$ cat src/rtl/vbc_pkg.sv
`timescale 1ns / 1ps
`default_nettype none
// ----------------------------------------------------------------------------
// vbc_pkg
// shared types and constants of the breath cycle unit
// ----------------------------------------------------------------------------
package vbc_pkg;

  localparam int unsigned PeepDepthDefault    = 16;
  localparam int unsigned PlateauDepthDefault = 16;

  localparam logic [15:0] PeriodReset  = 16'd3000;
  localparam logic [14:0] TidalReset   = 15'd5000;
  localparam logic [15:0] PlimitReset  = 16'd6000;
  localparam logic [15:0] PlatMsReset  = 16'd200;

  localparam logic [1:0] PhIdle    = 2'd0;
  localparam logic [1:0] PhInsuff  = 2'd1;
  localparam logic [1:0] PhPlateau = 2'd2;
  localparam logic [1:0] PhExhale  = 2'd3;

  localparam logic [1:0] RegPeriod = 2'd0;
  localparam logic [1:0] RegTidal  = 2'd1;
  localparam logic [1:0] RegPlimit = 2'd2;
  localparam logic [1:0] RegPlatMs = 2'd3;

  typedef struct packed {
    logic [31:0]        now_ms;
    logic signed [15:0] airway_pressure;
    logic signed [15:0] volume;
    logic               hold_done;
    logic               run;
  } in_item_t;

  typedef struct packed {
    logic [1:0]         phase;
    logic               cycle_start;
    logic               cycle_done;
    logic signed [15:0] peak_pressure;
    logic signed [15:0] plateau_pressure;
    logic signed [15:0] peep;
    logic [15:0]        ie_ratio;
    logic [15:0]        breath_rate;
    logic signed [15:0] exhaled_volume;
    logic signed [15:0] inhaled_volume;
    logic [15:0]        minute_volume;
  } out_item_t;

endpackage
`default_nettype wire

$ cat src/rtl/ventilator_breath_cycle_unit.sv
`timescale 1ns / 1ps
`default_nettype none
// ----------------------------------------------------------------------------
// ventilator_breath_cycle_unit
// volume-controlled breath sequencer, one result per sensor tick
// ----------------------------------------------------------------------------
// each tick transaction is taken in the idle state, where the phase logic
// runs, and its result is loaded into the output register from the output
// state once the previous result has been taken. a tick that ends a breath
// first runs three 40-bit restoring divisions (i:e ratio, rate, minute
// volume) one after another on one shared shift-subtract divider, then a
// breath-end step that goes idle or starts the next breath, before it
// reaches the output state. the input side is not ready while a tick is in
// work; a result still waiting in the output register holds the next tick
// in its last step until it is taken.
// the plateau and peep averages keep running sums; each breath start clears
// the sums and write pointers, so a ring slot not yet written this breath is
// read as zero through a per-slot valid bit. the floor average by the ring
// depth is a reciprocal multiplication on the sum magnitude.
module ventilator_breath_cycle_unit #(
  parameter int unsigned PEEP_DEPTH    = vbc_pkg::PeepDepthDefault,
  parameter int unsigned PLATEAU_DEPTH = vbc_pkg::PlateauDepthDefault
) (
  input  wire logic             clk,
  input  wire logic             rst_n,
  input  wire logic             in_valid,
  output logic                  in_ready,
  input  wire vbc_pkg::in_item_t  in_data,
  output logic                  out_valid,
  input  wire logic             out_ready,
  output vbc_pkg::out_item_t    out_data,
  input  wire logic             psel,
  input  wire logic             penable,
  input  wire logic             pwrite,
  input  wire logic [3:0]       paddr,
  input  wire logic [31:0]      pwdata,
  output logic [31:0]           prdata,
  output logic                  pready
);

  localparam int unsigned PlIdxW = (PLATEAU_DEPTH > 1) ? $clog2(PLATEAU_DEPTH) : 1;
  localparam int unsigned PpIdxW = (PEEP_DEPTH > 1) ? $clog2(PEEP_DEPTH) : 1;
  localparam int unsigned SumW   = 25;   // 16 bits plus up to 256 entries
  localparam int unsigned DivW   = 40;   // dividend width of the shared divider
  localparam logic [$clog2(DivW+1)-1:0] DivLast = ($clog2(DivW+1))'(DivW - 1);

  // floor(x / 3) for 16-bit x as (x * 43691) >> 17
  localparam logic [16:0] ThirdRecip = 17'd43691;

  // reciprocal of each ring depth, exact over the whole sum range
  localparam int unsigned PlShift = 2 * $clog2(PLATEAU_DEPTH) + 16;
  localparam int unsigned PpShift = 2 * $clog2(PEEP_DEPTH) + 16;
  localparam logic [24:0] PlRecip =
    25'(((64'd1 << PlShift) + 64'(PLATEAU_DEPTH) - 64'd1) / 64'(PLATEAU_DEPTH));
  localparam logic [24:0] PpRecip =
    25'(((64'd1 << PpShift) + 64'(PEEP_DEPTH) - 64'd1) / 64'(PEEP_DEPTH));
  localparam logic [8:0] PlDm1 = 9'(PLATEAU_DEPTH - 1);
  localparam logic [8:0] PpDm1 = 9'(PEEP_DEPTH - 1);

  // sequencer states
  typedef enum logic [5:0] {
    S_IDLE = 6'b000001,
    S_DIVIE = 6'b000010,
    S_DIVRT = 6'b000100,
    S_DIVMV = 6'b001000,
    S_DIVRN = 6'b010000,
    S_OUT  = 6'b100000
  } seq_t;

  // configuration registers
  logic [15:0] period_r, plimit_r, platms_r;
  logic [14:0] tidal_r;

  assign pready = 1'b1;

  always_ff @(posedge clk) begin
    if (!rst_n) begin
      period_r <= vbc_pkg::PeriodReset;
      tidal_r  <= vbc_pkg::TidalReset;
      plimit_r <= vbc_pkg::PlimitReset;
      platms_r <= vbc_pkg::PlatMsReset;
    end else if (psel && penable && pwrite) begin
      case (paddr[3:2])
        vbc_pkg::RegPeriod: period_r <= pwdata[15:0];
        vbc_pkg::RegTidal:  tidal_r  <= pwdata[14:0];
        vbc_pkg::RegPlimit: plimit_r <= pwdata[15:0];
        vbc_pkg::RegPlatMs: platms_r <= pwdata[15:0];
        default: ;
      endcase
    end
  end

  always_comb begin
    prdata = '0;
    unique case (paddr[3:2])
      vbc_pkg::RegPeriod: prdata = {16'd0, period_r};
      vbc_pkg::RegTidal:  prdata = {17'd0, tidal_r};
      vbc_pkg::RegPlimit: prdata = {16'd0, plimit_r};
      vbc_pkg::RegPlatMs: prdata = {16'd0, platms_r};
      default: prdata = '0;
    endcase
  end

  // breath state
  seq_t                state_r;
  logic [1:0]          phase_r;
  logic [31:0]         cyc_t0_r, ph_t0_r, elapsed_r;
  logic [15:0]         insp_lim_r;
  logic signed [15:0]  exh_v0_r, peak_r;
  logic signed [15:0]  plat_res_r, peep_res_r, exh_res_r, inh_res_r;
  logic [15:0]         ie_res_r, rate_res_r, min_res_r;
  logic signed [15:0]  plat_ring_r [PLATEAU_DEPTH];
  logic signed [15:0]  peep_ring_r [PEEP_DEPTH];
  logic [PLATEAU_DEPTH-1:0] plat_vld_r;
  logic [PEEP_DEPTH-1:0]    peep_vld_r;
  logic [PlIdxW-1:0]   plat_idx_r;
  logic [PpIdxW-1:0]   peep_idx_r;
  logic signed [SumW-1:0] plat_sum_r, peep_sum_r;
  logic                cs_r, done_r, run_r;
  logic [31:0]         now_r, ti_r;
  logic signed [15:0]  minv_r;    // saturated exhaled volume for minute volume

  // shared divider: restoring, one quotient bit per cycle
  logic [DivW-1:0]     dvd_r, quo_r;
  logic [32:0]         rem_r;
  logic [31:0]         dvs_r;
  logic [$clog2(DivW+1)-1:0] cnt_r;
  logic [32:0]         rem_sh;
  logic                rem_ge;
  assign rem_sh = {rem_r[31:0], dvd_r[DivW-1]};
  assign rem_ge = rem_sh >= {1'b0, dvs_r};

  function automatic logic [15:0] sat16(input logic [DivW-1:0] q);
    sat16 = (|q[DivW-1:16]) ? 16'hFFFF : q[15:0];
  endfunction

  // combinational tick evaluation
  logic signed [15:0] p, v;
  logic [31:0] e_now, e_ph;
  logic        over, to_plat, plat_end, fin;
  logic signed [16:0] exd;
  logic signed [15:0] exs;
  logic signed [15:0] plat_old, peep_old;
  logic signed [SumW-1:0] plat_avg_sum, peep_sum_new;
  logic [32:0] period_x3;
  logic [15:0] insp_third;

  assign p      = in_data.airway_pressure;
  assign v      = in_data.volume;
  assign e_now  = in_data.now_ms - cyc_t0_r;
  assign e_ph   = in_data.now_ms - ph_t0_r;
  assign over   = p >= $signed(plimit_r);
  assign to_plat = (v >= $signed({1'b0, tidal_r})) || (e_now >= {16'd0, insp_lim_r});
  assign plat_end = over || (in_data.hold_done && e_ph >= {16'd0, platms_r});
  assign fin    = e_now >= {16'd0, period_r};
  assign exd    = 17'(exh_v0_r) - 17'(v);
  assign exs    = (exd > 17'sd32767) ? 16'sh7FFF :
                  (exd < -17'sd32768) ? -16'sh8000 : exd[15:0];
  assign plat_old = plat_vld_r[plat_idx_r] ? plat_ring_r[plat_idx_r] : 16'sd0;
  assign peep_old = peep_vld_r[peep_idx_r] ? peep_ring_r[peep_idx_r] : 16'sd0;
  assign peep_sum_new = peep_sum_r + SumW'(p) - SumW'(peep_old);
  assign plat_avg_sum = plat_sum_r;
  assign period_x3  = 33'(period_r) * 33'(ThirdRecip);
  assign insp_third = period_x3[32:17];

  // floor average: magnitude times the depth reciprocal, a negative sum is
  // biased by depth - 1 first so the quotient rounds toward minus infinity
  function automatic logic signed [15:0] favg(input logic signed [SumW-1:0] s,
                                              input logic [24:0] recip,
                                              input int unsigned shift,
                                              input logic [8:0] dm1);
    logic [SumW-1:0]  mag;
    logic [SumW+24:0] prod;
    logic [SumW+24:0] q;
    mag  = s[SumW-1] ? (SumW'(-s) + SumW'(dm1)) : SumW'(s);
    prod = (SumW+25)'(mag) * (SumW+25)'(recip);
    q    = prod >> shift;
    favg = s[SumW-1] ? -q[15:0] : q[15:0];
  endfunction

  wire accept = in_valid && in_ready;
  assign in_ready  = (state_r == S_IDLE);

  // output register, loaded once the previous result has been taken
  vbc_pkg::out_item_t res_now;
  vbc_pkg::out_item_t out_r;
  logic out_valid_r;
  logic out_free;
  assign out_free  = !out_valid_r || out_ready;
  assign out_valid = out_valid_r;
  assign out_data  = out_r;

  always_ff @(posedge clk) begin
    if (!rst_n) begin
      state_r <= S_IDLE;
      phase_r <= vbc_pkg::PhIdle;
      cyc_t0_r <= '0; ph_t0_r <= '0; insp_lim_r <= '0; exh_v0_r <= '0;
      peak_r <= '0; plat_res_r <= '0; peep_res_r <= '0; exh_res_r <= '0;
      inh_res_r <= '0; ie_res_r <= '0; rate_res_r <= '0; min_res_r <= '0;
      plat_vld_r <= '0; peep_vld_r <= '0; plat_idx_r <= '0; peep_idx_r <= '0;
      plat_sum_r <= '0; peep_sum_r <= '0;
      cs_r <= 1'b0; done_r <= 1'b0; run_r <= 1'b0;
    end else begin
      unique case (state_r)
        S_IDLE: if (accept) begin
          cs_r <= (phase_r == vbc_pkg::PhIdle) && in_data.run;
          done_r <= (phase_r == vbc_pkg::PhExhale) && fin;
          state_r <= ((phase_r == vbc_pkg::PhExhale) && fin) ? S_DIVIE : S_OUT;
          unique case (phase_r)
            vbc_pkg::PhIdle: if (in_data.run) begin
              peak_r <= '0; plat_res_r <= '0; peep_res_r <= '0;
              ie_res_r <= '0; rate_res_r <= '0; exh_res_r <= '0;
              phase_r <= vbc_pkg::PhInsuff;
              cyc_t0_r <= in_data.now_ms; ph_t0_r <= in_data.now_ms;
              insp_lim_r <= insp_third;
              plat_vld_r <= '0; peep_vld_r <= '0;
              plat_idx_r <= '0; peep_idx_r <= '0;
              plat_sum_r <= '0; peep_sum_r <= '0;
            end
            vbc_pkg::PhInsuff: begin
              if (over) begin
                phase_r <= vbc_pkg::PhExhale; ph_t0_r <= in_data.now_ms;
                exh_v0_r <= v; inh_res_r <= v;
              end else if (to_plat) begin
                phase_r <= vbc_pkg::PhPlateau; ph_t0_r <= in_data.now_ms;
              end else if (p > peak_r) begin
                peak_r <= p;
              end
            end
            vbc_pkg::PhPlateau: begin
              if (plat_end) begin
                plat_res_r <= favg(plat_avg_sum, PlRecip, PlShift, PlDm1);
                phase_r <= vbc_pkg::PhExhale; ph_t0_r <= in_data.now_ms;
                exh_v0_r <= v; inh_res_r <= v;
              end
              plat_sum_r <= plat_sum_r + SumW'(p) - SumW'(plat_old);
              plat_ring_r[plat_idx_r] <= p;
              plat_vld_r[plat_idx_r] <= 1'b1;
              plat_idx_r <= (32'(plat_idx_r) == PLATEAU_DEPTH - 1) ? '0
                            : plat_idx_r + 1'b1;
              if (p > peak_r) peak_r <= p;
            end
            default: begin
              peep_sum_r <= peep_sum_new;
              peep_ring_r[peep_idx_r] <= p;
              peep_vld_r[peep_idx_r] <= 1'b1;
              peep_idx_r <= (32'(peep_idx_r) == PEEP_DEPTH - 1) ? '0
                            : peep_idx_r + 1'b1;
              if (fin) begin
                peep_res_r <= favg(peep_sum_r, PpRecip, PpShift, PpDm1);
                exh_res_r <= exs; minv_r <= exs;
                elapsed_r <= e_now;
                ti_r <= ph_t0_r - cyc_t0_r;
                now_r <= in_data.now_ms; run_r <= in_data.run;
                // start i:e divide: (e << 8) / ti
                dvd_r <= {e_now, 8'd0}; dvs_r <= ph_t0_r - cyc_t0_r;
                rem_r <= '0; cnt_r <= '0;
              end
            end
          endcase
        end
        S_DIVIE, S_DIVRT, S_DIVMV: begin
          quo_r <= {quo_r[DivW-2:0], rem_ge};
          if (cnt_r != DivLast) begin
            rem_r <= rem_ge ? rem_sh - {1'b0, dvs_r} : rem_sh;
            dvd_r <= {dvd_r[DivW-2:0], 1'b0};
            cnt_r <= cnt_r + 1'b1;
          end else begin
            cnt_r <= '0; rem_r <= '0;
            if (state_r == S_DIVIE) begin
              ie_res_r <= (ti_r == 0) ? 16'hFFFF : sat16({quo_r[DivW-2:0], rem_ge});
              dvd_r <= DivW'(60000 * 256); dvs_r <= elapsed_r;
              state_r <= S_DIVRT;
            end else if (state_r == S_DIVRT) begin
              rate_res_r <= (elapsed_r == 0) ? 16'hFFFF
                            : sat16({quo_r[DivW-2:0], rem_ge});
              dvd_r <= DivW'(minv_r[14:0]) * DivW'(600); dvs_r <= elapsed_r;
              state_r <= S_DIVMV;
            end else begin
              min_res_r <= (minv_r <= 0) ? 16'd0 : (elapsed_r == 0) ? 16'hFFFF
                           : sat16({quo_r[DivW-2:0], rem_ge});
              state_r <= S_DIVRN;
            end
          end
        end
        S_DIVRN: begin
          // breath end: go idle or start the next breath on the same tick
          if (run_r) begin
            phase_r <= vbc_pkg::PhInsuff; cs_r <= 1'b1;
            cyc_t0_r <= now_r; ph_t0_r <= now_r;
            insp_lim_r <= insp_third;
            plat_vld_r <= '0; peep_vld_r <= '0;
            plat_idx_r <= '0; peep_idx_r <= '0;
            plat_sum_r <= '0; peep_sum_r <= '0;
          end else begin
            phase_r <= vbc_pkg::PhIdle;
          end
          state_r <= S_OUT;
        end
        S_OUT: begin
          // wait here while the previous result is still held
          if (out_free) state_r <= S_IDLE;
        end
        default: state_r <= S_IDLE;
      endcase
    end
  end

  always_comb begin
    res_now.phase            = phase_r;
    res_now.cycle_start      = cs_r;
    res_now.cycle_done       = done_r;
    res_now.peak_pressure    = peak_r;
    res_now.plateau_pressure = plat_res_r;
    res_now.peep             = peep_res_r;
    res_now.ie_ratio         = ie_res_r;
    res_now.breath_rate      = rate_res_r;
    res_now.exhaled_volume   = exh_res_r;
    res_now.inhaled_volume   = inh_res_r;
    res_now.minute_volume    = min_res_r;
  end

  always_ff @(posedge clk) begin
    if (!rst_n) begin
      out_valid_r <= 1'b0;
      out_r <= '0;
    end else if ((state_r == S_OUT) && out_free) begin
      out_valid_r <= 1'b1;
      out_r <= res_now;
    end else if (out_ready) begin
      out_valid_r <= 1'b0;
    end
  end

endmodule
`default_nettype wire

$ cat config.mk
export PLATFORM = sky130hd
export DESIGN_NAME = ventilator_breath_cycle_unit
export DESIGN_NICKNAME = d
export VERILOG_FILES = /design/src/rtl/vbc_pkg.sv /design/src/rtl/ventilator_breath_cycle_unit.sv
export SDC_FILE = /design/constraint.sdc
export NUM_CORES = 2
export LEC_CHECK = 0
export CORE_MARGIN = 3
export CORE_UTILIZATION = 58
export CTS_CLUSTER_SIZE = 20
export DETAILED_ROUTE_END_ITERATION = 12
export DONT_BUFFER_PORTS = 1
export GPL_TIMING_DRIVEN = 1
export PLACE_DENSITY = 0.76
export SETUP_SLACK_MARGIN = 0.5
export SLEW_MARGIN = 20
export SYNTH_ARGS = -nofsm -noshare
export SYNTH_HDL_FRONTEND = slang
export SYNTH_SLANG_ARGS = --single-unit
$ cat constraint.sdc
create_clock -name clk -period 11.6 [get_ports clk]
set_clock_uncertainty 0.2 [all_clocks]
set_input_delay 0.58 -clock clk [delete_from_list [all_inputs] [get_ports clk]]
set_output_delay 0.58 -clock clk [all_outputs]
set_load 0.05 [all_outputs]
==> run_results.csv <==
group,metric,value,unit
sta,slew_headroom,22.9,%
die,start_util,58.8,%
critical_path,arrival,7.32,ns
synthesis,synth_cell_type_count,90,
clock_network,clk_latency,0.79,ns
sta,setup_tns,0,ns
drt,drt_iter0_drc,5802,
power,switching_share,29.0,%
clock_network,cts_sinks,1282,
drt,dr.pass1.iters,8,
synthesis,synth_edf_count,770,
synthesis,synth_area_per_cell,10.8,um^2
sta,finalHoldViolCount,0,
synthesis,synth_most_common_cell,"edfxtp_1",
critical_path,cp_max_fo,41,
final_layout,area_growth,10.9,%
critical_path,worstPathRequired,12.10,ns
die,core_area,0.119,mm^2
global_route,grt_usage,31.5,%
die,die_area,0.125,mm^2
synthesis,synthFlopType,"edfxtp_1",
global_route,antenna_found_initial,18,
power,p_sw,3510,uW
global_route,grt_pass1_wl,301,mm
synthesis,synth_common_cells,"edfxtp_1, nand2_1, inv_1, nor2_1, dfxtp_1",
sta,setup_viol,0,
clock_network,numCtsBuffers,138,
sta,fmax,147,MHz
power,leakagePower,0.0299,uW
global_route,grt_pass1_vias,50100,
status,status,"complete, no violations",
power,power_frac_comb,20.9,%
place,place_congestion,0.971,
place,io_buffers,0,
sta,min_period,6.82,ns
sta,rsz0062_at_grt,"false",
power,clockPowerShare,37.6,%
power,power.total,12100,uW
power,internal_power,8570,uW
global_route,grt_start_max_net_pins,233,
drt,route.met3.wl,19.1,mm
die,die_h,353,um
sta,worst_pin_slew,1.15,ns
worst_hold_path,min_path_type,"primary input to flop",
die,die_w,353,um
worst_hold_path,min-delay-start,"paddr[2]",
synthesis,synth-seq-cells,1282,
place,dp_hpwl,135,mm
die,ios,276,
critical_path,path_class,"flop to flop",
drt,wl,197,mm
critical_path,cp-start-kind,"flop",
power,seqPwrFrac,41.5,%
clock_network,clockBufferDepth,3,
final_layout,fin_nets,7276,
synthesis,yosys_warnings,0,
power,power_density,156,mW/mm^2
drt,wl_met1,75.8,mm
clock_network,cts_setup_buffers,0,
global_route,overflow,0,
drt,wl_met2,91.9,mm
synthesis,synth_top_area_cell,"edfxtp_1",
final_layout,drive_gt1_share,9.52,%
critical_path,end_kind,"flop",
die,rows,126,
clock_network,htreeDepth,4,
drt,vias_per_cell,6.17,
drt,wl_per_cell,23.9,um
synthesis,yosys-top-cells-area,"edfxtp_1, dfxtp_1, ha_1",
drt,ant_nets,0,
drt,vias,50900,
clock_network,cts_tree,"done",
synthesis,synthCells,6480,
sta,slew_viol_final,0,
synthesis,ys_seq_area_share,47.8,%
drt,highest_layer,"met5",
clock_network,cts.clk_slew.worst_paths,0.06,ns
synthesis,synth_async_sr_flop_share,0,%
job,drv_cap,0,
sta,min_period_over_period,58.8,%
power,max-vdd-ir-drop,0.185,mV
synthesis,syn-cell-area,0.0699,mm^2
clock_network,cts_root_buf,"clkbuf_16",
synthesis,yosysTopAreaCellShare,33.1,%
final_layout,fillers,8945,
drt,drc,0,
-- power groups by stage --
stage	Sequential (uW)	Clock, uW	Combinational [uW]
floorplan	5070	0	1810
global placement	5100	0	2310
detailed placement	5100	0	2380
CTS	5000	4580	2490
global route	5010	4760	2790
finish	5000	4540	2530
-- area by class of cell --
| type | count | area (um^2) | share of cell area, % |
|---|---|---|---|
| inverters | 637 | 2400 | 3.10 |
| clock inverters | 60 | 703 | 0.908 |
| clock buffers | 195 | 3980 | 5.14 |
| diodes | 14 | 35.0 | 0.0452 |
| well taps | 1600 | 2000 | 2.58 |
| multi-input cells | 4288 | 33200 | 42.8 |
| flip-flops and latches | 1282 | 33400 | 43.1 |
| repair buffers | 176 | 1790 | 2.31 |
-- worst max-delay path: stages, from the launching register on --
cell,delay [ns]
dfxtp_4,0.91
buf_4,0.59
mux4_2,0.59
mux4_2,0.51
nor2b_1,0.17
fa_1,0.49
inv_1,0.07
fa_1,0.45
a21o_1,0.20
a21o_1,0.20
a2111oi_0,0.41
o21ai_0,0.22
nand3_1,0.19
o21ai_0,0.15
a21oi_1,0.21
o21ai_0,0.15
o41ai_1,0.33
xnor2_1,0.18
mux2_2,0.36
a21oi_1,0.11
-- metrics by stage --
stage	util (%)	area [um^2]	hold WS, ns	std cells	setup WS, ns
2_1_floorplan	-	69900	0.225	6495	3.22
3_3_place_gp	60.1	71500	0.229	7877	4.80
3_5_place_dp	60.1	71500	0.236	7877	4.82
4_1_cts	65.1	77400	0.00790	8238	4.74
5_1_grt	65.2	77500	0.0615	8246	4.29
6_report	65.2	77500	0.0632	8252	4.78
-- worst paths after layout --
check,cells past startpoint,slack (ns),to
worst max register to register,19,4.78,peep_sum_r[24]
worst min-delay path,5,0.06,tidal_r[2]
worst min register to register,0,0.25,quo_r[38]
worst max-delay path,19,4.78,peep_sum_r[24]
-- cell usage in the layout, fill, tap and decap left out, drive strengths merged, types with 61 or more instances in the layout --
cell | synthesis | final
mux4 | 181 | 181
a211oi | 61 | 61
o21ai | 163 | 163
a21o | 102 | 102
xnor2 | 158 | 158
nor2 | 528 | 528
dfxtp | 512 | 512
mux2i | 71 | 71
nor3 | 106 | 106
nor2b | 75 | 75
edfxtp | 770 | 770
nand3 | 121 | 121
fa | 156 | 156
xor2 | 78 | 78
inv | 634 | 648
ha | 488 | 488
mux2 | 68 | 68
buf | 62 | 88
a21oi | 475 | 475
dlygate4sd3 | 0 | 88
clkbuf | 226 | 195
nand2 | 733 | 733
-- registers in the layout, summed over array words and instances (netlist names), 37 cells and up, named ones only --
signal / flops
dvd_r: 37
out_data: 132
peep_ring_r: 256
plat_ring_r: 256
quo_r: 39
-- timing repair --
action / 4_1_cts / 5_1_grt
hold buffers: 106 / 0
endpoints found under the hold margin: 760 / 0
gates resized for setup: 0 / 0
-- metal layers --
metal	vias to the layer above	global-route usage [%]
met2	2497	50.6
met4	4	15.1
met3	515	7.87
met5	-	0
li1	23100	-
met1	24700	40.1
-- cells by family after synthesis --
logic type | after synthesis | share of synthesized area (%)
buffers and inverters | 925 | 5.13
AO/OA/AOI/OAI | 1204 | 10.9
XOR/XNOR | 236 | 2.96
multiplexers | 320 | 8.11
AND/OR/NAND/NOR | 1867 | 11.9
other | 2 | 0.0107
adder cells (fa/ha/maj) | 644 | 13.2
flip-flops | 1282 | 47.8
(Power assumes the default switching activity.)
